`config.mk`:
```
export PLATFORM = sky130hd
export DESIGN_NAME = xof_rejection_sampler_mod_q_flat
export DESIGN_NICKNAME = d
export VERILOG_FILES = /design/src/rtl/core/xrs_pkg.sv /design/src/rtl/core/xrs_in_if.sv /design/src/rtl/core/xrs_out_if.sv /design/src/rtl/core/xrs_queue.sv /design/src/rtl/core/xof_rejection_sampler_mod_q.sv /design/src/flat_wrapper.sv
export SDC_FILE = /design/constraint.sdc
export NUM_CORES = 1
export LEC_CHECK = 0
export BUFFER_PORTS_ARGS = -buffer_cell sky130_fd_sc_hd__buf_2
export CORE_MARGIN = 1
export CORE_UTILIZATION = 28
export CTS_BUF_LIST = sky130_fd_sc_hd__clkbuf_16
export CTS_CLUSTER_SIZE = 12
export DETAILED_ROUTE_END_ITERATION = 6
export GPL_TIMING_DRIVEN = 1
export PLACE_DENSITY_LB_ADDON = 0.25
export SETUP_SLACK_MARGIN = 0.05
export SYNTH_ARGS = -nofsm -noshare
export SYNTH_HDL_FRONTEND = slang
export SYNTH_SLANG_ARGS = --single-unit
```
`constraint.sdc`:
```
create_clock -name clk_i -period 23.1 [get_ports clk_i]
set_input_delay 0 -clock clk_i [delete_from_list [all_inputs] [get_ports clk_i]]
set_output_delay 0 -clock clk_i [all_outputs]
set_load 0.005 [all_outputs]
```
`src/rtl/core/xrs_pkg.sv`:
```
package xrs_pkg;

  localparam int unsigned WORD_W  = 64;
  localparam int unsigned CHUNK_W = 56;
  localparam int unsigned COEF_W  = 49;
  localparam int unsigned MOD_W   = 50;
  localparam int unsigned LEN_W   = 11;
  localparam int unsigned CARRY_W = 48;
  localparam int unsigned PHASE_W = 3;

  // result queue
  localparam int unsigned QUEUE_DEPTH = 4;
  localparam int unsigned QPTR_W      = 2;
  localparam int unsigned QCNT_W      = 3;

  localparam logic [PHASE_W-1:0] LAST_PHASE = 3'd6;
  localparam logic [MOD_W-1:0]   MOD_RESET  = 50'd549824583172097;
  localparam logic [LEN_W-1:0]   LEN_RESET  = 11'd512;

  typedef enum logic {
    CFG_MODULUS = 1'b0,
    CFG_LENGTH  = 1'b1
  } cfg_idx_e;

  typedef struct packed {
    logic [COEF_W-1:0] coefficient;
    logic              last_coefficient;
  } res_t;

  // up to two results from one word, in chunk order
  typedef struct packed {
    logic [1:0] count;
    res_t       first;
    res_t       second;
  } push_t;

endpackage

```
`src/rtl/core/xrs_in_if.sv`:
```
interface xrs_in_if;
  import xrs_pkg::*;

  logic              valid;
  logic              ready;
  logic [WORD_W-1:0] rate_word;
  logic              start_vector;

  modport source (output valid, output rate_word, output start_vector, input ready);
  modport sink   (input valid, input rate_word, input start_vector, output ready);
endinterface

```
`src/rtl/core/xrs_out_if.sv`:
```
interface xrs_out_if;
  import xrs_pkg::*;

  logic              valid;
  logic              ready;
  logic [COEF_W-1:0] coefficient;
  logic              last_coefficient;

  modport source (output valid, output coefficient, output last_coefficient, input ready);
  modport sink   (input valid, input coefficient, input last_coefficient, output ready);
endinterface

```
`src/rtl/core/xrs_queue.sv`:
```
module xrs_queue (
  input  logic          clk_i,
  input  logic          rst_ni,
  input  xrs_pkg::push_t push_i,
  output logic          room_o,
  xrs_out_if.source     out_o
);
  import xrs_pkg::*;

  res_t              mem_q [QUEUE_DEPTH];
  logic [QPTR_W-1:0] wr_ptr_q, wr_ptr_d;
  logic [QPTR_W-1:0] rd_ptr_q, rd_ptr_d;
  logic [QCNT_W-1:0] level_q, level_d;
  logic              pop;

  assign out_o.valid            = (level_q != '0);
  assign out_o.coefficient      = mem_q[rd_ptr_q].coefficient;
  assign out_o.last_coefficient = mem_q[rd_ptr_q].last_coefficient;
  assign pop                    = out_o.valid & out_o.ready;

  // room for a two-result word, ignoring a pop in the same cycle
  assign room_o = (level_q <= QCNT_W'(QUEUE_DEPTH - 2));

  always_comb begin
    wr_ptr_d = wr_ptr_q + QPTR_W'(push_i.count);
    rd_ptr_d = rd_ptr_q + QPTR_W'(pop);
    level_d  = level_q + QCNT_W'(push_i.count) - QCNT_W'(pop);
  end

  always_ff @(posedge clk_i or negedge rst_ni) begin
    if (!rst_ni) begin
      wr_ptr_q <= '0;
      rd_ptr_q <= '0;
      level_q  <= '0;
    end else begin
      wr_ptr_q <= wr_ptr_d;
      rd_ptr_q <= rd_ptr_d;
      level_q  <= level_d;
    end
  end

  always_ff @(posedge clk_i) begin
    if (push_i.count != 2'd0) begin
      mem_q[wr_ptr_q] <= push_i.first;
    end
    if (push_i.count == 2'd2) begin
      mem_q[wr_ptr_q + QPTR_W'(1)] <= push_i.second;
    end
  end

endmodule

```
`src/rtl/core/xof_rejection_sampler_mod_q.sv`:
```
// Channel   Dir  Payload                          Handshake
// in_i      in   rate_word[63:0], start_vector    valid/ready
// out_o     out  coefficient[48:0], last_coeff.   valid/ready
// cfg       in   cfg_idx_i, cfg_wdata_i[49:0]     cfg_we_i, no stall
//
// One rate word per cycle while in_i.ready is high. A word sits in the input
// register, its chunks are cut and tested there, and kept values land in a
// 4-entry result queue whose head drives out_o. Every seventh word yields two
// chunks; the output drains one per cycle while out_o.ready is high, so with a
// high keep rate the queue fill holds in_i.ready low now and then (up to 8
// results per 7 words). Reset clears phase, carry, count and queue.
module xof_rejection_sampler_mod_q #(
  parameter int unsigned VALUE_BITS = 49
) (
  input  logic                        clk_i,
  input  logic                        rst_ni,
  input  logic                        cfg_we_i,
  input  xrs_pkg::cfg_idx_e           cfg_idx_i,
  input  logic [xrs_pkg::MOD_W-1:0]   cfg_wdata_i,
  xrs_in_if.sink                      in_i,
  xrs_out_if.source                   out_o
);
  import xrs_pkg::*;

  localparam int unsigned CMP_W = (VALUE_BITS > MOD_W) ? VALUE_BITS : MOD_W;

  logic [MOD_W-1:0]   mod_q;
  logic [LEN_W-1:0]   len_q;

  logic               in_valid_q;
  logic [WORD_W-1:0]  word_q;
  logic               start_q;

  logic [CARRY_W-1:0] carry_q, carry_d;
  logic [PHASE_W-1:0] phase_q, phase_d;
  logic [LEN_W-1:0]   count_q;

  logic               room;
  logic               advance;

  logic [PHASE_W-1:0]    p_eff;
  logic [CARRY_W-1:0]    carry_eff;
  logic [LEN_W-1:0]      cnt_eff, cnt1, cnt2;
  logic [5:0]            lsh, rsh;
  logic [CHUNK_W-1:0]    chunk0, chunk1;
  logic [VALUE_BITS-1:0] x0, x1;
  logic                  hit0, hit1, ok0, ok1;
  res_t                  res0, res1;
  push_t                 push;

  assign advance  = in_valid_q & room;
  assign in_i.ready = ~in_valid_q | advance;

  // chunk cutting and acceptance
  always_comb begin
    p_eff     = (start_q || (phase_q > LAST_PHASE)) ? '0 : phase_q;
    carry_eff = (start_q || (p_eff == '0)) ? '0 : carry_q;
    cnt_eff   = start_q ? '0 : count_q;

    lsh = {p_eff, 3'b000};
    rsh = 6'(7'd56 - {1'b0, p_eff, 3'b000});

    chunk0 = CHUNK_W'(word_q << lsh) | CHUNK_W'(carry_eff);
    chunk1 = CHUNK_W'(word_q >> 8);
    x0     = chunk0[VALUE_BITS-1:0];
    x1     = chunk1[VALUE_BITS-1:0];
    hit0   = (CMP_W'(x0) < CMP_W'(mod_q));
    hit1   = (CMP_W'(x1) < CMP_W'(mod_q));

    ok0  = (cnt_eff < len_q) && hit0;
    cnt1 = cnt_eff + LEN_W'(ok0);
    ok1  = (p_eff == LAST_PHASE) && (cnt1 < len_q) && hit1;
    cnt2 = cnt1 + LEN_W'(ok1);

    res0.coefficient      = COEF_W'(x0);
    res0.last_coefficient = (LEN_W'(cnt_eff + LEN_W'(1)) == len_q);
    res1.coefficient      = COEF_W'(x1);
    res1.last_coefficient = (LEN_W'(cnt1 + LEN_W'(1)) == len_q);

    carry_d = (p_eff == LAST_PHASE) ? '0 : CARRY_W'(word_q >> rsh);
    phase_d = (p_eff == LAST_PHASE) ? '0 : p_eff + PHASE_W'(1);

    push.count  = advance ? (2'(ok0) + 2'(ok1)) : 2'd0;
    push.first  = ok0 ? res0 : res1;
    push.second = res1;
  end

  always_ff @(posedge clk_i or negedge rst_ni) begin
    if (!rst_ni) begin
      mod_q <= MOD_RESET;
      len_q <= LEN_RESET;
    end else if (cfg_we_i) begin
      case (cfg_idx_i)
        CFG_MODULUS: mod_q <= cfg_wdata_i;
        CFG_LENGTH:  len_q <= cfg_wdata_i[LEN_W-1:0];
        default: ;
      endcase
    end
  end

  always_ff @(posedge clk_i or negedge rst_ni) begin
    if (!rst_ni) begin
      in_valid_q <= 1'b0;
      carry_q    <= '0;
      phase_q    <= '0;
      count_q    <= '0;
    end else begin
      if (in_i.ready) begin
        in_valid_q <= in_i.valid;
      end
      if (advance) begin
        carry_q <= carry_d;
        phase_q <= phase_d;
        count_q <= cnt2;
      end
    end
  end

  always_ff @(posedge clk_i) begin
    if (in_i.valid && in_i.ready) begin
      word_q  <= in_i.rate_word;
      start_q <= in_i.start_vector;
    end
  end

  xrs_queue u_queue (
    .clk_i  (clk_i),
    .rst_ni (rst_ni),
    .push_i (push),
    .room_o (room),
    .out_o  (out_o)
  );

  // two results only from the closing word of a group
  a_two_only_last_phase: assert property (@(posedge clk_i) disable iff (!rst_ni)
    (push.count == 2'd2) |-> (p_eff == LAST_PHASE))
    else $error("two results outside last phase");

  // a word held back by a lack of queue room stays put
  a_hold_word: assert property (@(posedge clk_i) disable iff (!rst_ni)
    (in_valid_q && !advance) |=> (in_valid_q && $stable(word_q) && $stable(start_q)))
    else $error("held word changed");

  a_phase_range: assert property (@(posedge clk_i) disable iff (!rst_ni)
    phase_q <= LAST_PHASE)
    else $error("phase out of range");

  a_count_bound: assert property (@(posedge clk_i) disable iff (!rst_ni)
    (advance && (ok0 || ok1)) |-> (cnt2 <= len_q))
    else $error("count passed vector length");

endmodule

```
`src/flat_wrapper.sv`:
```
// flat-port wrapper written by rule: the top's interface ports become plain ports
module xof_rejection_sampler_mod_q_flat import xrs_pkg::*;
#(
  parameter int unsigned VALUE_BITS = 49
)
  (clk_i, rst_ni, cfg_we_i, cfg_idx_i, cfg_wdata_i, in_i_valid, in_i_rate_word, in_i_start_vector, in_i_ready, out_o_valid, out_o_coefficient, out_o_last_coefficient, out_o_ready);
  xrs_in_if in_i_i ();
  xrs_out_if out_o_i ();
  input  logic clk_i;
  input  logic rst_ni;
  input  logic cfg_we_i;
  input  xrs_pkg::cfg_idx_e cfg_idx_i;
  input  logic [xrs_pkg::MOD_W-1:0] cfg_wdata_i;
  input wire logic [$bits(in_i_i.valid)-1:0] in_i_valid;
  input wire logic [$bits(in_i_i.rate_word)-1:0] in_i_rate_word;
  input wire logic [$bits(in_i_i.start_vector)-1:0] in_i_start_vector;
  output wire logic [$bits(in_i_i.ready)-1:0] in_i_ready;
  output wire logic [$bits(out_o_i.valid)-1:0] out_o_valid;
  output wire logic [$bits(out_o_i.coefficient)-1:0] out_o_coefficient;
  output wire logic [$bits(out_o_i.last_coefficient)-1:0] out_o_last_coefficient;
  input wire logic [$bits(out_o_i.ready)-1:0] out_o_ready;
  assign in_i_i.valid = in_i_valid;
  assign in_i_i.rate_word = in_i_rate_word;
  assign in_i_i.start_vector = in_i_start_vector;
  assign in_i_ready = in_i_i.ready;
  assign out_o_valid = out_o_i.valid;
  assign out_o_coefficient = out_o_i.coefficient;
  assign out_o_last_coefficient = out_o_i.last_coefficient;
  assign out_o_i.ready = out_o_ready;
  xof_rejection_sampler_mod_q #(.VALUE_BITS(VALUE_BITS)) u_core (.clk_i(clk_i), .rst_ni(rst_ni), .cfg_we_i(cfg_we_i), .cfg_idx_i(cfg_idx_i), .cfg_wdata_i(cfg_wdata_i), .in_i(in_i_i), .out_o(out_o_i));
endmodule
```
# Word-level counts from Yosys, hierarchy flattened
# Memories as Yosys holds them, arrays and structs flattened.
# Cells that the tools add are included.
# classes
n_eq_ne	4
addsub	12
div	0
n_shift	2
bitwise	6
order_cmp	6
n_mul	0
muxes	11
n_reduce_logical	11
# ops
operator	count
$lt A49 B50 Y1	2
$mux W48	2
$shl A64 B6 Y49	1
$shr A64 B6 Y48	1
$mux W50	1
$or A49 B48 Y49	1
$add A11 B1 Y11	2
$add A11 B1 Y11 const B	2
$eq A11 B11 Y1	2
$lt A11 B11 Y1	2
$mux W11	1
$mux W3	2
$sub A6 B6 Y6 const A	1
$logic_and A1 B1 Y1	4
$mux W1	4
$reduce_and A2 Y1	2
$add A3 B1 Y3 const B	1
$add A3 B2 Y3	1
$eq A3 B3 Y1 const B	1
$gt A3 B3 Y1 const B	1
$le A3 B2 Y1 const B	1
$logic_not A3 Y1	1
$reduce_bool A3 Y1	1
$sub A3 B1 Y3	1
other kinds (11)	14
# word_totals
latchBits	0
wordCells	64
mem_bits_rw	200
register_bits	196
romBits	0
input_bits	121
memories	1
# mem_list
memory	depth	width	read_ports	rd_ports_with_merged_regs	wr	line_no	source
u_core.u_queue.mem_q	4	50	1	0	2	xrs_queue.sv:10	res_t mem_q [QUEUE_DEPTH];

# Logic depth before layout (Yosys ltp)
# Gate-level depths: netlist of the first run.
# depth
ltp_word	18
depth_mapped	42
mapped_depth_nobuf	35

# Modules after synthesis
# Synthesis of the first run repeated with hierarchy kept, for this count alone.
# unflattened
hier_cells	1961
hier_area_um2	23722.8
# by_module_without_submodules
module	area_each_um2	cells_per_inst	instances
xof_rejection_sampler_mod_q	13381.6	1436	1
xrs_queue	10341.2	525	1

# Least setup slack after synthesis of the first run
# Ideal clock, no wire load.
# synth_timing
path_kind	reg-to-reg
start	register u_core.start_q
end	memory u_core.u_queue.mem_q[2][0] (netlist bit) (enable)
path_stages_with_launch	37
setup_time_ps	474
t_arrival_ps	8984
required_ps	22626
path_slack_ps	13642
synth_period_minus_slack_ps	9458
cell_sequence	edfxtp_1 > buf_6 > buf_6 > and3b_1 > buf_2 > mux4_2 > nand2_1 > o21ai_1 > o22a_1 > ha_1 > a211oi_1 > o211ai_1 > o221a_1 > nor3_1 > o2111ai_1 > nand2b_1 > buf_2 > buf_4 > inv_1 > ha_1 > ha_1 > and3_1 > nand3_2 > xnor2_1 > ha_1 > a21oi_1 > nor2b_1 > o21ai_0 > o211ai_1 > a21oi_1 > o211ai_1 > a21oi_1 > ha_1 > clkbuf_1 > nor3b_1 > o21ai_0 > a21oi_1
# synth_rtl
item	line_no	source
start: declaration	xof_rejection_sampler_mod_q.sv:32	logic start_q;
start signal: assignment	xof_rejection_sampler_mod_q.sv:122	start_q <= in_i.start_vector;
end: declaration	xrs_queue.sv:10	

==> flow_results.xml, run 1 <==
<?xml version="1.0" encoding="UTF-8"?>
<metrics>
  <group name="detailed_routing">
    <metric name="first_pass_iters" unit="">5</metric>
    <metric name="drt-wirelength-per-cell" unit="um">23.9</metric>
    <metric name="detailedRoute.firstIterationViolations" unit="">1651</metric>
    <metric name="drtAntennaViolNets" unit="">0</metric>
    <metric name="post-route-drc-count" unit="">0</metric>
    <metric name="dr_total_vias" unit="">18600</metric>
    <metric name="postRouteWirelength" unit="um">85300</metric>
    <metric name="via_count_normalized_by_instance_count" unit="">5.20</metric>
  </group>
  <group name="place">
    <metric name="placement.io_buffers" unit="">172</metric>
    <metric name="hpwl" unit="um">61200</metric>
    <metric name="gp_congestion" unit="">0.947</metric>
    <metric name="dp_slack" unit="ps">12700</metric>
  </group>
  <group name="critical_path">
    <metric name="critical_path.most_common_cell" unit="">sky130_fd_sc_hd__ha_1</metric>
    <metric name="setup.worst_path.class" unit="">reg -&gt; reg</metric>
    <metric name="critical_path.n_buffers_inverters" unit="">5</metric>
    <metric name="largest_delay_share_family_worst_path" unit="">compound AO/OA/AOI/OAI gates</metric>
    <metric name="crit_path_max_fanout" unit="">71</metric>
    <metric name="timing.reg2reg.setup_slack" unit="ps">12610</metric>
    <metric name="timing.critical_path.slowest_cell_delay" unit="ps">800</metric>
    <metric name="crit_arrival" unit="ps">10740</metric>
    <metric name="slowest_stage" unit="">sky130_fd_sc_hd__a21oi_4</metric>
    <metric name="timing.critical_path.required" unit="ps">23340</metric>
    <metric name="cp-start-kind" unit="">register</metric>
    <metric name="critical_path.endpoint_type" unit="">register</metric>
  </group>
  <group name="clocking">
    <metric name="cts-hold-fix-buffers" unit="">118</metric>
    <metric name="clock_tree_from_tritoncts" unit="">yes</metric>
    <metric name="cts_made_buffers" unit="">49</metric>
    <metric name="post-cts-setup-buffers" unit="">0</metric>
    <metric name="cts.sink_count" unit="">396</metric>
    <metric name="clock_latency" unit="ps">610</metric>
    <metric name="clock_tree.htree_level_count" unit="">2</metric>
    <metric name="worst_setup_hold_path_clk_slew" unit="ps">60</metric>
    <metric name="master_cell_of_the_clock_root_buffer" unit="">sky130_fd_sc_hd__clkbuf_16</metric>
    <metric name="post_cts_resized" unit="">0</metric>
    <metric name="cts_max_path_buffers" unit="">3</metric>
  </group>
  <group name="power">
    <metric name="p_comb_frac" unit="">0.452</metric>
    <metric name="vdd.ir_drop.worst" unit="mV">0.0682</metric>
    <metric name="p_leak" unit="nW">10.8</metric>
    <metric name="cell_internal_pwr" unit="mW">2.15</metric>
    <metric name="p_seq_frac" unit="">0.339</metric>
    <metric name="cellPowerDensity" unit="nW/um2">134</metric>
    <metric name="total_power" unit="mW">3.71</metric>
    <metric name="power_switching_share" unit="">0.419</metric>
    <metric name="power_dissipated_by_switching_net_loads" unit="mW">1.56</metric>
    <metric name="clock_power_share" unit="">0.209</metric>
  </group>
  <group name="job">
    <metric name="max_cap_viol_count" unit="">0</metric>
  </group>
  <group name="logic_synthesis">
    <metric name="post-synth-top-count-cell" unit="">sky130_fd_sc_hd__nand2_1</metric>
    <metric name="yosys_most_used_dff" unit="">sky130_fd_sc_hd__edfxtp_1</metric>
    <metric name="async_reset_ff_frac" unit="">0.331</metric>
    <metric name="ys_warn_count" unit="">0</metric>
    <metric name="yosysSeqAreaShare" unit="">0.486</metric>
    <metric name="mapped_avg_cell_area" unit="um2">10.3</metric>
    <metric name="synth_largest_area_cell" unit="">sky130_fd_sc_hd__edfxtp_1</metric>
    <metric name="synth.lib_cells_used.distinct" unit="">83</metric>
    <metric name="synth.top_cell.area_share" unit="">0.343</metric>
    <metric name="syn_inst" unit="">2254</metric>
    <metric name="post_synth_most_frequent_cells" unit="">sky130_fd_sc_hd__nand2_1 (386), sky130_fd_sc_hd__edfxtp_1 (265), sky130_fd_sc_hd__o21ai_0 (264), sky130_fd_sc_hd__a21oi_1 (157), sky130_fd_sc_hd__nor2_1 (131)</metric>
    <metric name="synth.area.top_cells" unit="">sky130_fd_sc_hd__edfxtp_1 (34%), sky130_fd_sc_hd__dfrtp_1 (13%), sky130_fd_sc_hd__ha_1 (7.0%)</metric>
    <metric name="mappedNetlistArea" unit="um2">23200</metric>
    <metric name="number_of_flops_mapped_to_enable_cells_by_yosys" unit="">265</metric>
    <metric name="yosys_register_bits" unit="">396</metric>
    <metric name="mappedNetlistNets" unit="">2506</metric>
  </group>
  <group name="floorplanning">
    <metric name="site_rows" unit="">105</metric>
    <metric name="core-area" unit="um2">82000</metric>
    <metric name="die_area" unit="um2">83900</metric>
    <metric name="chipWidth" unit="um">290</metric>
    <metric name="boundaryPins" unit="">173</metric>
    <metric name="initial_utilization" unit="">0.283</metric>
    <metric name="dieHeight" unit="um">290</metric>
  </group>
  <group name="timing">
    <metric name="slew_headroom" unit="">0.173</metric>
    <metric name="timing.fmax" unit="MHz">95.3</metric>
    <metric name="max_slew.worst_pin.slew" unit="ps">1240</metric>
    <metric name="postLayoutSetupSlackWorst" unit="ps">12610</metric>
    <metric name="fin_crit" unit="ps">10490</metric>
    <metric name="fin_tns_setup" unit="ps">0</metric>
    <metric name="grt_setup_unrepaired" unit="">no</metric>
    <metric name="final_hold_viol_count" unit="">0</metric>
    <metric name="hold-worst-slack" unit="ps">61.4</metric>
    <metric name="slew_violations" unit="">0</metric>
    <metric name="worst_clock_skew" unit="ps">21.3</metric>
    <metric name="setup_viol" unit="">0</metric>
    <metric name="timing.final.crit_share" unit="">0.454</metric>
  </group>
  <group name="final_layout">
    <metric name="filler_cell_count" unit="">8316</metric>
    <metric name="antennaDiodeCount" unit="">0</metric>
    <metric name="share_of_layout_cells_above_drive_strength_1" unit="">0.166</metric>
    <metric name="finalNetCount" unit="">2707</metric>
    <metric name="multiInputGateArea" unit="um2">10900</metric>
    <metric name="post_layout_utilization_of_the_core" unit="">0.339</metric>
    <metric name="final-seq-area" unit="um2">11300</metric>
    <metric name="layout_area_overhead" unit="%">19.8</metric>
  </group>
  <group name="global_routing">
    <metric name="antenna_found_initial" unit="">0</metric>
    <metric name="maximum_number_of_pins_on_one_net_before_global_route_repair" unit="">99</metric>
    <metric name="grt_usage" unit="">0.201</metric>
    <metric name="globalRoute.totalOverflow" unit="">0</metric>
    <metric name="grt_pass1_vias" unit="">18200</metric>
    <metric name="grt_first_pass_wirelength" unit="um">124000</metric>
  </group>
  <group name="status">
    <metric name="status" unit="">complete, no violations</metric>
  </group>
  <group name="worst_hold_path">
    <metric name="hp-class" unit="">in -&gt; async</metric>
  </group>
</metrics>
[worst register-to-register path: cells and delay by family (launching register included)]
| kind | cells | cell delay, ps |
|---|---|---|
| buffers and inverters | 5 | 2130 |
| xor gates and xnor gates | 1 | 240 |
| adders and majority gates | 5 | 1820 |
| and+or+nand+nor | 11 | 2540 |
| AOI/OAI and AO/OA | 11 | 3060 |
| DFF | 1 | 320 |
[path summary, 6_finish.rpt]
path | startpoint | to | cells past startpoint
min in group clk_i | in_i_rate_word[16] | u_core.word_q[16] | 2
max | u_core.start_q | u_core.u_queue.mem_q[2][47] | 33
min reg2reg | u_core.carry_q[33] | u_core.carry_q[33] | 2
max in group asynchronous | rst_ni | u_core.count_q[7] | 3
min | rst_ni | u_core.mod_q[49] | 2
max reg2reg | u_core.start_q | u_core.u_queue.mem_q[2][47] | 33
[per-layer routing]
| layer | up-vias | share of wire | track usage |
|---|---|---|---|
| met5 | - | 0 | 0 |
| met4 | 0 | 0.038 | 0.0762 |
| met3 | 146 | 0.064 | 0.0295 |
| met2 | 724 | 0.47 | 0.329 |
| met1 | 9121 | 0.42 | 0.268 |
| li1 | 8563 | - | - |
[registers in the layout, summed over array words and instances (netlist names)]
| register | flops |
|---|---|
| u_core.carry_q | 48 |
| u_core.count_q | 11 |
| u_core.in_valid_q | 1 |
| u_core.len_q | 11 |
| u_core.mod_q | 50 |
| u_core.phase_q | 3 |
| u_core.start_q | 1 |
| u_core.u_queue.level_q | 3 |
| u_core.u_queue.mem_q | 200 |
| u_core.u_queue.rd_ptr_q | 2 |
| u_core.u_queue.wr_ptr_q | 2 |
| u_core.word_q | 64 |
[power by group through the flow]
stage / Sequential (mW) / Combinational [mW] / Clock (mW)
2_1_floorplan: 1.13 / 1.14 / 0
5_1_grt: 1.27 / 1.83 / 0.817
3_5_place_dp: 1.27 / 1.66 / 0
3_3_place_gp: 1.26 / 1.62 / 0
4_1_cts: 1.25 / 1.68 / 0.792
6_report: 1.26 / 1.68 / 0.775
[cell families after synthesis]
logic type                 Yosys count  share of synthesized area
muxes                              148                     0.0973
and+or+nand+nor                    679                      0.131
xor gates and xnor gates            45                     0.0177
AOI/OAI and AO/OA                  592                      0.151
DFF                                396                      0.486
adders and majority gates          131                     0.0711
buffers and inverters              263                     0.0464
[cell type report]
cell class,count,share of cell area
sequential,396,0.406
tap,1070,0.0482
multi-input combinational,1595,0.394
clock buffer,50,0.0451
inverter,95,0.0128
clock inverter,41,0.0131
timing repair buffer,318,0.0814
[placed cells by master, fill, tap and decap left out, types with 28 or more instances in the layout]
cell / synthesis / routed
sky130_fd_sc_hd__a21o_1: 31 / 31
sky130_fd_sc_hd__a21oi_1: 157 / 154
sky130_fd_sc_hd__buf_2: 30 / 171
sky130_fd_sc_hd__buf_4: 5 / 28
sky130_fd_sc_hd__clkbuf_16: 0 / 50
sky130_fd_sc_hd__dfrtp_1: 116 / 114
sky130_fd_sc_hd__dlygate4sd3_1: 0 / 118
sky130_fd_sc_hd__edfxtp_1: 265 / 265
sky130_fd_sc_hd__ha_1: 130 / 130
sky130_fd_sc_hd__inv_1: 94 / 101
sky130_fd_sc_hd__mux2i_1: 67 / 67
sky130_fd_sc_hd__mux4_2: 57 / 57
sky130_fd_sc_hd__nand2_1: 386 / 385
sky130_fd_sc_hd__nor2_1: 131 / 130
sky130_fd_sc_hd__o21ai_0: 264 / 264
sky130_fd_sc_hd__xnor2_1: 30 / 30
[metrics by stage]
stage	cell area (um2)	instances
global placement	25000	3356
detailed placement	25000	3356
finish	27800	3565
global route	27800	3565
floorplan	23200	2254
CTS	27800	3565
Note: power is estimated with default switching activity, not from simulation.
==> run 2: changes to the inputs <==
- clock period: 23.1 -> 10 ns (I/O delays scaled with it)
==> run 2 against run 1 <==
Compared with the run above: the flow now finishes with violations (hold timing); register-to-register slack lost 12000 ps; worst hold slack lost 72 ps; critical path depth is the same; combinational power grew 140%; clock power grew 130%; sequential cell count is the same; critical endpoint is now u_core.u_queue.mem_q[3][13].
==> flow_results.xml, run 2 (synthesis results as in run 1) <==
<?xml version="1.0" encoding="UTF-8"?>
<metrics>
  <group name="final_layout">
    <metric name="largestRegisters" unit="">u_core.u_queue.mem_q x200, u_core.word_q x64, u_core.mod_q x50</metric>
    <metric name="layout_area_overhead" unit="%">21.3</metric>
    <metric name="most-common-layout-cells" unit="">sky130_fd_sc_hd__nand2_1 (385), sky130_fd_sc_hd__edfxtp_1 (265), sky130_fd_sc_hd__o21ai_0 (264), sky130_fd_sc_hd__buf_2 (171), sky130_fd_sc_hd__a21oi_1 (154)</metric>
    <metric name="share_of_layout_cells_above_drive_strength_1" unit="">0.170</metric>
    <metric name="filler_cell_count" unit="">8307</metric>
    <metric name="largest-register" unit="">u_core.u_queue.mem_q</metric>
    <metric name="finalNetCount" unit="">2745</metric>
    <metric name="largest_register_ff_count" unit="">200</metric>
    <metric name="layout.cells.most_common" unit="">sky130_fd_sc_hd__nand2_1</metric>
  </group>
  <group name="power">
    <metric name="p_comb_frac" unit="">0.466</metric>
    <metric name="power_switching_share" unit="">0.420</metric>
    <metric name="power_dissipated_by_switching_net_loads" unit="mW">3.63</metric>
    <metric name="p_seq_frac" unit="">0.330</metric>
    <metric name="clock_power_share" unit="">0.205</metric>
    <metric name="cellPowerDensity" unit="nW/um2">307</metric>
    <metric name="vdd.ir_drop.worst" unit="mV">0.153</metric>
    <metric name="cell_internal_pwr" unit="mW">5.01</metric>
    <metric name="p_leak" unit="nW">11.0</metric>
  </group>
  <group name="clocking">
    <metric name="cts_made_buffers" unit="">47</metric>
    <metric name="clock_tree_from_tritoncts" unit="">yes</metric>
    <metric name="worst_setup_hold_path_clk_slew" unit="ps">60</metric>
    <metric name="clock_latency" unit="ps">610</metric>
    <metric name="post-cts-setup-buffers" unit="">0</metric>
    <metric name="cts.sink_count" unit="">396</metric>
    <metric name="master_cell_of_the_clock_root_buffer" unit="">sky130_fd_sc_hd__clkbuf_16</metric>
    <metric name="clock_tree.htree_level_count" unit="">2</metric>
    <metric name="cts_max_path_buffers" unit="">3</metric>
  </group>
  <group name="global_routing">
    <metric name="maximum_number_of_pins_on_one_net_before_global_route_repair" unit="">72</metric>
    <metric name="grt_usage" unit="">0.204</metric>
    <metric name="grt_first_pass_wirelength" unit="um">126000</metric>
    <metric name="globalRoute.totalOverflow" unit="">0</metric>
    <metric name="antenna_found_initial" unit="">0</metric>
    <metric name="grt_pass1_vias" unit="">18500</metric>
  </group>
  <group name="timing">
    <metric name="worst_clock_skew" unit="ps">20.1</metric>
    <metric name="slew_violations" unit="">0</metric>
    <metric name="final_hold_viol_count" unit="">3</metric>
    <metric name="fin_tns_setup" unit="ps">0</metric>
    <metric name="slew_headroom" unit="">0.126</metric>
    <metric name="grt_setup_unrepaired" unit="">no</metric>
    <metric name="setup_viol" unit="">0</metric>
    <metric name="timing.fmax" unit="MHz">106</metric>
    <metric name="timing.final.crit_share" unit="">0.945</metric>
    <metric name="fin_crit" unit="ps">9450</metric>
    <metric name="max_slew.worst_pin.slew" unit="ps">1300</metric>
    <metric name="hold-worst-slack" unit="ps">-10.7</metric>
  </group>
  <group name="floorplanning">
    <metric name="die_area" unit="um2">83900</metric>
    <metric name="dieHeight" unit="um">290</metric>
    <metric name="site_rows" unit="">105</metric>
    <metric name="core-area" unit="um2">82000</metric>
    <metric name="initial_utilization" unit="">0.283</metric>
    <metric name="chipWidth" unit="um">290</metric>
    <metric name="boundaryPins" unit="">173</metric>
  </group>
  <group name="detailed_routing">
    <metric name="first_pass_iters" unit="">7</metric>
    <metric name="postRouteWirelength" unit="um">86300</metric>
    <metric name="dr_total_vias" unit="">18800</metric>
    <metric name="via_count_normalized_by_instance_count" unit="">5.21</metric>
    <metric name="post-route-drc-count" unit="">0</metric>
    <metric name="detailedRoute.firstIterationViolations" unit="">1647</metric>
    <metric name="drt-wirelength-per-cell" unit="um">24.0</metric>
    <metric name="drtAntennaViolNets" unit="">0</metric>
  </group>
  <group name="critical_path">
    <metric name="timing.reg2reg.setup_slack" unit="ps">550</metric>
    <metric name="setup.worst_path.class" unit="">reg -&gt; reg</metric>
    <metric name="timing.rr.start" unit="">u_core.phase_q[0]</metric>
    <metric name="crit_path_max_fanout" unit="">51</metric>
    <metric name="critical_path.reg2reg.endpoint" unit="">u_core.u_queue.mem_q[3][13]</metric>
    <metric name="critical_path.endpoint_type" unit="">register</metric>
    <metric name="largest_delay_share_family_worst_path" unit="">simple AND/OR/NAND/NOR gates</metric>
    <metric name="timing.critical_path.required" unit="ps">10320</metric>
    <metric name="timing.critical_path.slowest_cell_delay" unit="ps">710</metric>
    <metric name="critical_path.most_common_cell" unit="">sky130_fd_sc_hd__ha_1</metric>
    <metric name="critical_path.n_buffers_inverters" unit="">6</metric>
    <metric name="slowest_stage" unit="">sky130_fd_sc_hd__nor3_1</metric>
    <metric name="crit_arrival" unit="ps">9770</metric>
    <metric name="worstRegToRegCells" unit="">33</metric>
    <metric name="cp-start-kind" unit="">register</metric>
  </group>
  <group name="job">
    <metric name="max_cap_viol_count" unit="">0</metric>
  </group>
  <group name="worst_hold_path">
    <metric name="hp-class" unit="">in -&gt; async</metric>
  </group>
  <group name="place">
    <metric name="placement.io_buffers" unit="">172</metric>
    <metric name="hpwl" unit="um">62300</metric>
    <metric name="gp_congestion" unit="">0.956</metric>
  </group>
  <group name="status">
    <metric name="status" unit="">complete, but fails checks</metric>
    <metric name="failed_checks" unit="">hold timing</metric>
  </group>
</metrics>
run 2: changes by cell type in the layout (fill, tap and decap cells not counted), sizes merged:
cell         before  now
dlygate4sd3     118  138
clkbuf           50   48
clkinv           25   21
bufinv            5    6
diode             0    1
buf             200  220
run 2: timing repair:
action	4_1_cts	5_1_grt
hold buffers	138	0
endpoints found under the hold margin	189	0
gates resized for setup	0	0
run 2: how the worst max path moves through the flow:
stage                                   to  slack, ps  depth (start not counted)              start
2_1_floorplan   u_core.u_queue.mem_q[2][0]        540                         36     u_core.start_q
3_3_place_gp   u_core.u_queue.mem_q[0][40]        880                         32  u_core.phase_q[0]
3_5_place_dp   u_core.u_queue.mem_q[3][13]        870                         31  u_core.phase_q[0]
4_1_cts        u_core.u_queue.mem_q[0][40]        840                         32  u_core.phase_q[0]
5_1_grt         u_core.u_queue.mem_q[3][4]         80                         33  u_core.phase_q[0]
6_report       u_core.u_queue.mem_q[3][13]        550                         33  u_core.phase_q[0]
run 2: area by class of cell:
cell class / count / area, um2 / area share
tap: 1070 / 1340 / 0.0476
clock inverter: 38 / 374 / 0.0133
inverter: 95 / 357 / 0.0127
clock buffer: 48 / 1200 / 0.0427
timing repair buffer: 358 / 2660 / 0.0946
multi-input combinational: 1595 / 10900 / 0.389
antenna: 1 / 2.50 / 0.0000890
sequential: 396 / 11300 / 0.400
run 2: worst reg2reg max path: cells and delay by family (launching register included):
kind / cells / cell delay, ps
compound gates: 7 / 1550
fa+ha+maj: 5 / 1770
buf+inv: 6 / 1130
flops: 1 / 580
mux: 3 / 990
simple gates: 12 / 3160
run 2: stage by stage:
stage                util  worst slack (ps)  total power, mW  cell area [um2]  std cells
floorplan               -               542             5.23            23200       2254
CTS                 0.343               836             8.67            28100       3600
global placement    0.307               883             6.72            25200       3376
global route        0.343              78.3             9.11            28100       3600
finish              0.343               548             8.64            28100       3601
detailed placement  0.307               873             6.83            25200       3376
run 2: layer usage:
metal	up-vias	wire length, um	global-route usage
li1	8637	-	-
met1	9278	36600	0.265
met2	700	41100	0.336
met3	161	5140	0.0323
met4	0	3510	0.0836
met5	-	0	0
run 2: power groups by stage:
stage	clock, mW	combinational [mW]	sequential (mW)
2_1_floorplan	0	2.62	2.61
3_3_place_gp	0	3.86	2.86
3_5_place_dp	0	3.95	2.88
4_1_cts	1.82	4.01	2.85
5_1_grt	1.87	4.36	2.88
6_report	1.77	4.02	2.85
==> run 3: changes to the inputs <==
- BUFFER_PORTS_ARGS: -buffer_cell sky130_fd_sc_hd__buf_2 -> -buffer_cell sky130_fd_sc_hd__buf_4
- CTS_BUF_LIST: sky130_fd_sc_hd__clkbuf_16 -> sky130_fd_sc_hd__clkbuf_4
- PLACE_DENSITY: unset -> 0.48
- PLACE_DENSITY_LB_ADDON: 0.25 -> unset
==> run 3 against run 2 <==
Compared with the run above: clock power shrank 12%; worst hold slack gained 130 ps; clock skew increased by 39 ps; setup slack improved by 180 ps; highest routed layer unchanged; first-iteration DRC count up 3.0%; register-to-register slack improved by 180 ps; power shrank 1.3%; the flow now finishes without violations; routed wire length up 0.20%; critical path type unchanged; sequential share of layout area is 2.6 points lower; clock-buffer cell count up 125; global-route usage increased by 0.19 points; fmax is 1.9% higher.
==> flow_results.xml, run 3 (synthesis results as in run 1) <==
<?xml version="1.0" encoding="UTF-8"?>
<metrics>
  <group name="final_layout">
    <metric name="layout_area_overhead" unit="%">29.7</metric>
    <metric name="share_of_layout_cells_above_drive_strength_1" unit="">0.194</metric>
    <metric name="finalNetCount" unit="">2971</metric>
    <metric name="largestRegisters" unit="">u_core.u_queue.mem_q x200, u_core.word_q x64, u_core.mod_q x50</metric>
    <metric name="largest_register_ff_count" unit="">200</metric>
    <metric name="final-seq-area" unit="um2">11300</metric>
    <metric name="largest-register" unit="">u_core.u_queue.mem_q</metric>
    <metric name="layout.cells.most_common" unit="">sky130_fd_sc_hd__nand2_1</metric>
    <metric name="stdcell_area" unit="um2">30100</metric>
    <metric name="post_layout_utilization_of_the_core" unit="">0.367</metric>
    <metric name="filler_cell_count" unit="">8225</metric>
    <metric name="most-common-layout-cells" unit="">sky130_fd_sc_hd__nand2_1 (385), sky130_fd_sc_hd__dlygate4sd3_1 (293), sky130_fd_sc_hd__edfxtp_1 (265), sky130_fd_sc_hd__o21ai_0 (264), sky130_fd_sc_hd__buf_4 (221)</metric>
    <metric name="multiInputGateArea" unit="um2">10900</metric>
  </group>
  <group name="critical_path">
    <metric name="timing.critical_path.required" unit="ps">10580</metric>
    <metric name="crit_path_max_fanout" unit="">46</metric>
    <metric name="critical_path.most_common_cell" unit="">sky130_fd_sc_hd__ha_1</metric>
    <metric name="timing.critical_path.slowest_cell_delay" unit="ps">560</metric>
    <metric name="crit_arrival" unit="ps">9860</metric>
    <metric name="critical_path.endpoint_type" unit="">register</metric>
    <metric name="setup.worst_path.class" unit="">reg -&gt; reg</metric>
    <metric name="slowest_stage" unit="">sky130_fd_sc_hd__dfrtp_1</metric>
    <metric name="cp-start-kind" unit="">register</metric>
  </group>
  <group name="clocking">
    <metric name="clock_latency" unit="ps">900</metric>
    <metric name="cts_max_path_buffers" unit="">3</metric>
    <metric name="post_cts_resized" unit="">0</metric>
    <metric name="master_cell_of_the_clock_root_buffer" unit="">sky130_fd_sc_hd__clkbuf_4</metric>
    <metric name="worst_setup_hold_path_clk_slew" unit="ps">70</metric>
    <metric name="cts.sink_count" unit="">396</metric>
    <metric name="clock_tree_from_tritoncts" unit="">yes</metric>
    <metric name="post-cts-setup-buffers" unit="">0</metric>
    <metric name="cts_made_buffers" unit="">111</metric>
    <metric name="clock_tree.htree_level_count" unit="">3</metric>
  </group>
  <group name="timing">
    <metric name="fin_tns_setup" unit="ps">0</metric>
    <metric name="timing.fmax" unit="MHz">108</metric>
    <metric name="worst_clock_skew" unit="ps">59.5</metric>
    <metric name="max_slew.worst_pin.slew" unit="ps">1100</metric>
    <metric name="slew_violations" unit="">0</metric>
    <metric name="postLayoutSetupSlackWorst" unit="ps">723</metric>
    <metric name="timing.final.crit_share" unit="">0.928</metric>
    <metric name="setup_viol" unit="">0</metric>
    <metric name="fin_crit" unit="ps">9280</metric>
    <metric name="final_hold_viol_count" unit="">0</metric>
    <metric name="grt_setup_unrepaired" unit="">no</metric>
    <metric name="slew_headroom" unit="">0.266</metric>
    <metric name="hold-worst-slack" unit="ps">114</metric>
  </group>
  <group name="detailed_routing">
    <metric name="drt-wirelength-per-cell" unit="um">22.3</metric>
    <metric name="dr_total_vias" unit="">19800</metric>
    <metric name="via_count_normalized_by_instance_count" unit="">5.10</metric>
    <metric name="post-route-drc-count" unit="">0</metric>
    <metric name="postRouteWirelength" unit="um">86500</metric>
    <metric name="drtAntennaViolNets" unit="">0</metric>
    <metric name="detailedRoute.firstIterationViolations" unit="">1696</metric>
    <metric name="first_pass_iters" unit="">6</metric>
  </group>
  <group name="floorplanning">
    <metric name="dieHeight" unit="um">290</metric>
    <metric name="core-area" unit="um2">82000</metric>
    <metric name="chipWidth" unit="um">290</metric>
    <metric name="boundaryPins" unit="">173</metric>
    <metric name="die_area" unit="um2">83900</metric>
    <metric name="site_rows" unit="">105</metric>
    <metric name="initial_utilization" unit="">0.283</metric>
  </group>
  <group name="power">
    <metric name="cellPowerDensity" unit="nW/um2">284</metric>
    <metric name="p_leak" unit="nW">11.9</metric>
    <metric name="vdd.ir_drop.worst" unit="mV">0.217</metric>
  </group>
  <group name="global_routing">
    <metric name="antenna_found_initial" unit="">2</metric>
    <metric name="grt_pass1_vias" unit="">19600</metric>
    <metric name="grt_usage" unit="">0.206</metric>
    <metric name="maximum_number_of_pins_on_one_net_before_global_route_repair" unit="">73</metric>
    <metric name="globalRoute.totalOverflow" unit="">0</metric>
    <metric name="grt_first_pass_wirelength" unit="um">127000</metric>
  </group>
  <group name="place">
    <metric name="post_dp_cell_area" unit="um2">25600</metric>
    <metric name="gp_congestion" unit="">0.940</metric>
    <metric name="hpwl" unit="um">61300</metric>
    <metric name="dp_slack" unit="ps">918</metric>
    <metric name="placement.io_buffers" unit="">172</metric>
  </group>
  <group name="worst_hold_path">
    <metric name="hp-class" unit="">in -&gt; reg</metric>
  </group>
  <group name="status">
    <metric name="status" unit="">complete, no violations</metric>
  </group>
  <group name="job">
    <metric name="max_cap_viol_count" unit="">0</metric>
  </group>
</metrics>
## run 3: cell types whose count changed in the layout (fill, tap and decap cells not counted), sizes merged
| cell | previous run | this run |
|---|---|---|
| buf | 220 | 227 |
| bufinv | 6 | 2 |
| clkbuf | 48 | 173 |
| clkinv | 21 | 25 |
| clkinvlp | 2 | 0 |
| diode | 1 | 2 |
| dlygate4sd3 | 138 | 293 |
| inv | 104 | 97 |
## run 3: what timing repair did
item,CTS,global route
endpoints found under the hold margin,254,0
hold buffers,294,0
setup endpoints to repair,0,0
## run 3: layout make-up
cell class / instances / share of cell area
Timing Repair Buffer: 520 / 0.157
Inverter: 95 / 0.0119
Antenna cell: 2 / 0.000167
Multi-Input combinational cell: 1595 / 0.363
Clock inverter: 29 / 0.00583
Tap cell: 1070 / 0.0445
Sequential cell: 396 / 0.375
Clock buffer: 173 / 0.0432
## run 3: path summary, 6_finish.rpt
check / slack (ps) / cells past startpoint / end / from
max in group asynchronous: 8650 / 4 / u_core.mod_q[11] / rst_ni
max: 720 / 34 / u_core.u_queue.mem_q[3][4] / u_core.phase_q[0]
min in group asynchronous: 310 / 3 / u_core.mod_q[23] / rst_ni
min: 110 / 5 / u_core.mod_q[19] / cfg_idx_i
max reg2reg: 720 / 34 / u_core.u_queue.mem_q[3][4] / u_core.phase_q[0]
min reg2reg: 490 / 2 / u_core.count_q[10] / u_core.count_q[10]
## run 3: critical path: cells and delay by family, from the launching register on
family                     cells  cell delay [ps]
AOI/OAI and AO/OA             10             2080
buffers and inverters          6             1300
muxes                          1              460
DFF                            1              560
and+or+nand+nor               12             2720
adders and majority gates      5             1790
## run 3: where the power goes
group	switching, mW	internal [mW]
Sequential	0.368	2.45
Clock	0.725	0.834
Combinational	2.49	1.66
## run 3: metal layers
layer,track usage,part of all wire,vias to the layer above
met5,0,0,-
met4,0.0889,0.041,0
met3,0.0311,0.058,201
met2,0.335,0.47,729
met1,0.271,0.43,9676
li1,-,-,9172
## run 3: stage by stage
stage,total power [mW],instances
2_1_floorplan,5.23,2254
3_3_place_gp,6.80,3382
3_5_place_dp,6.89,3382
4_1_cts,8.58,3878
5_1_grt,9.08,3880
6_report,8.52,3880
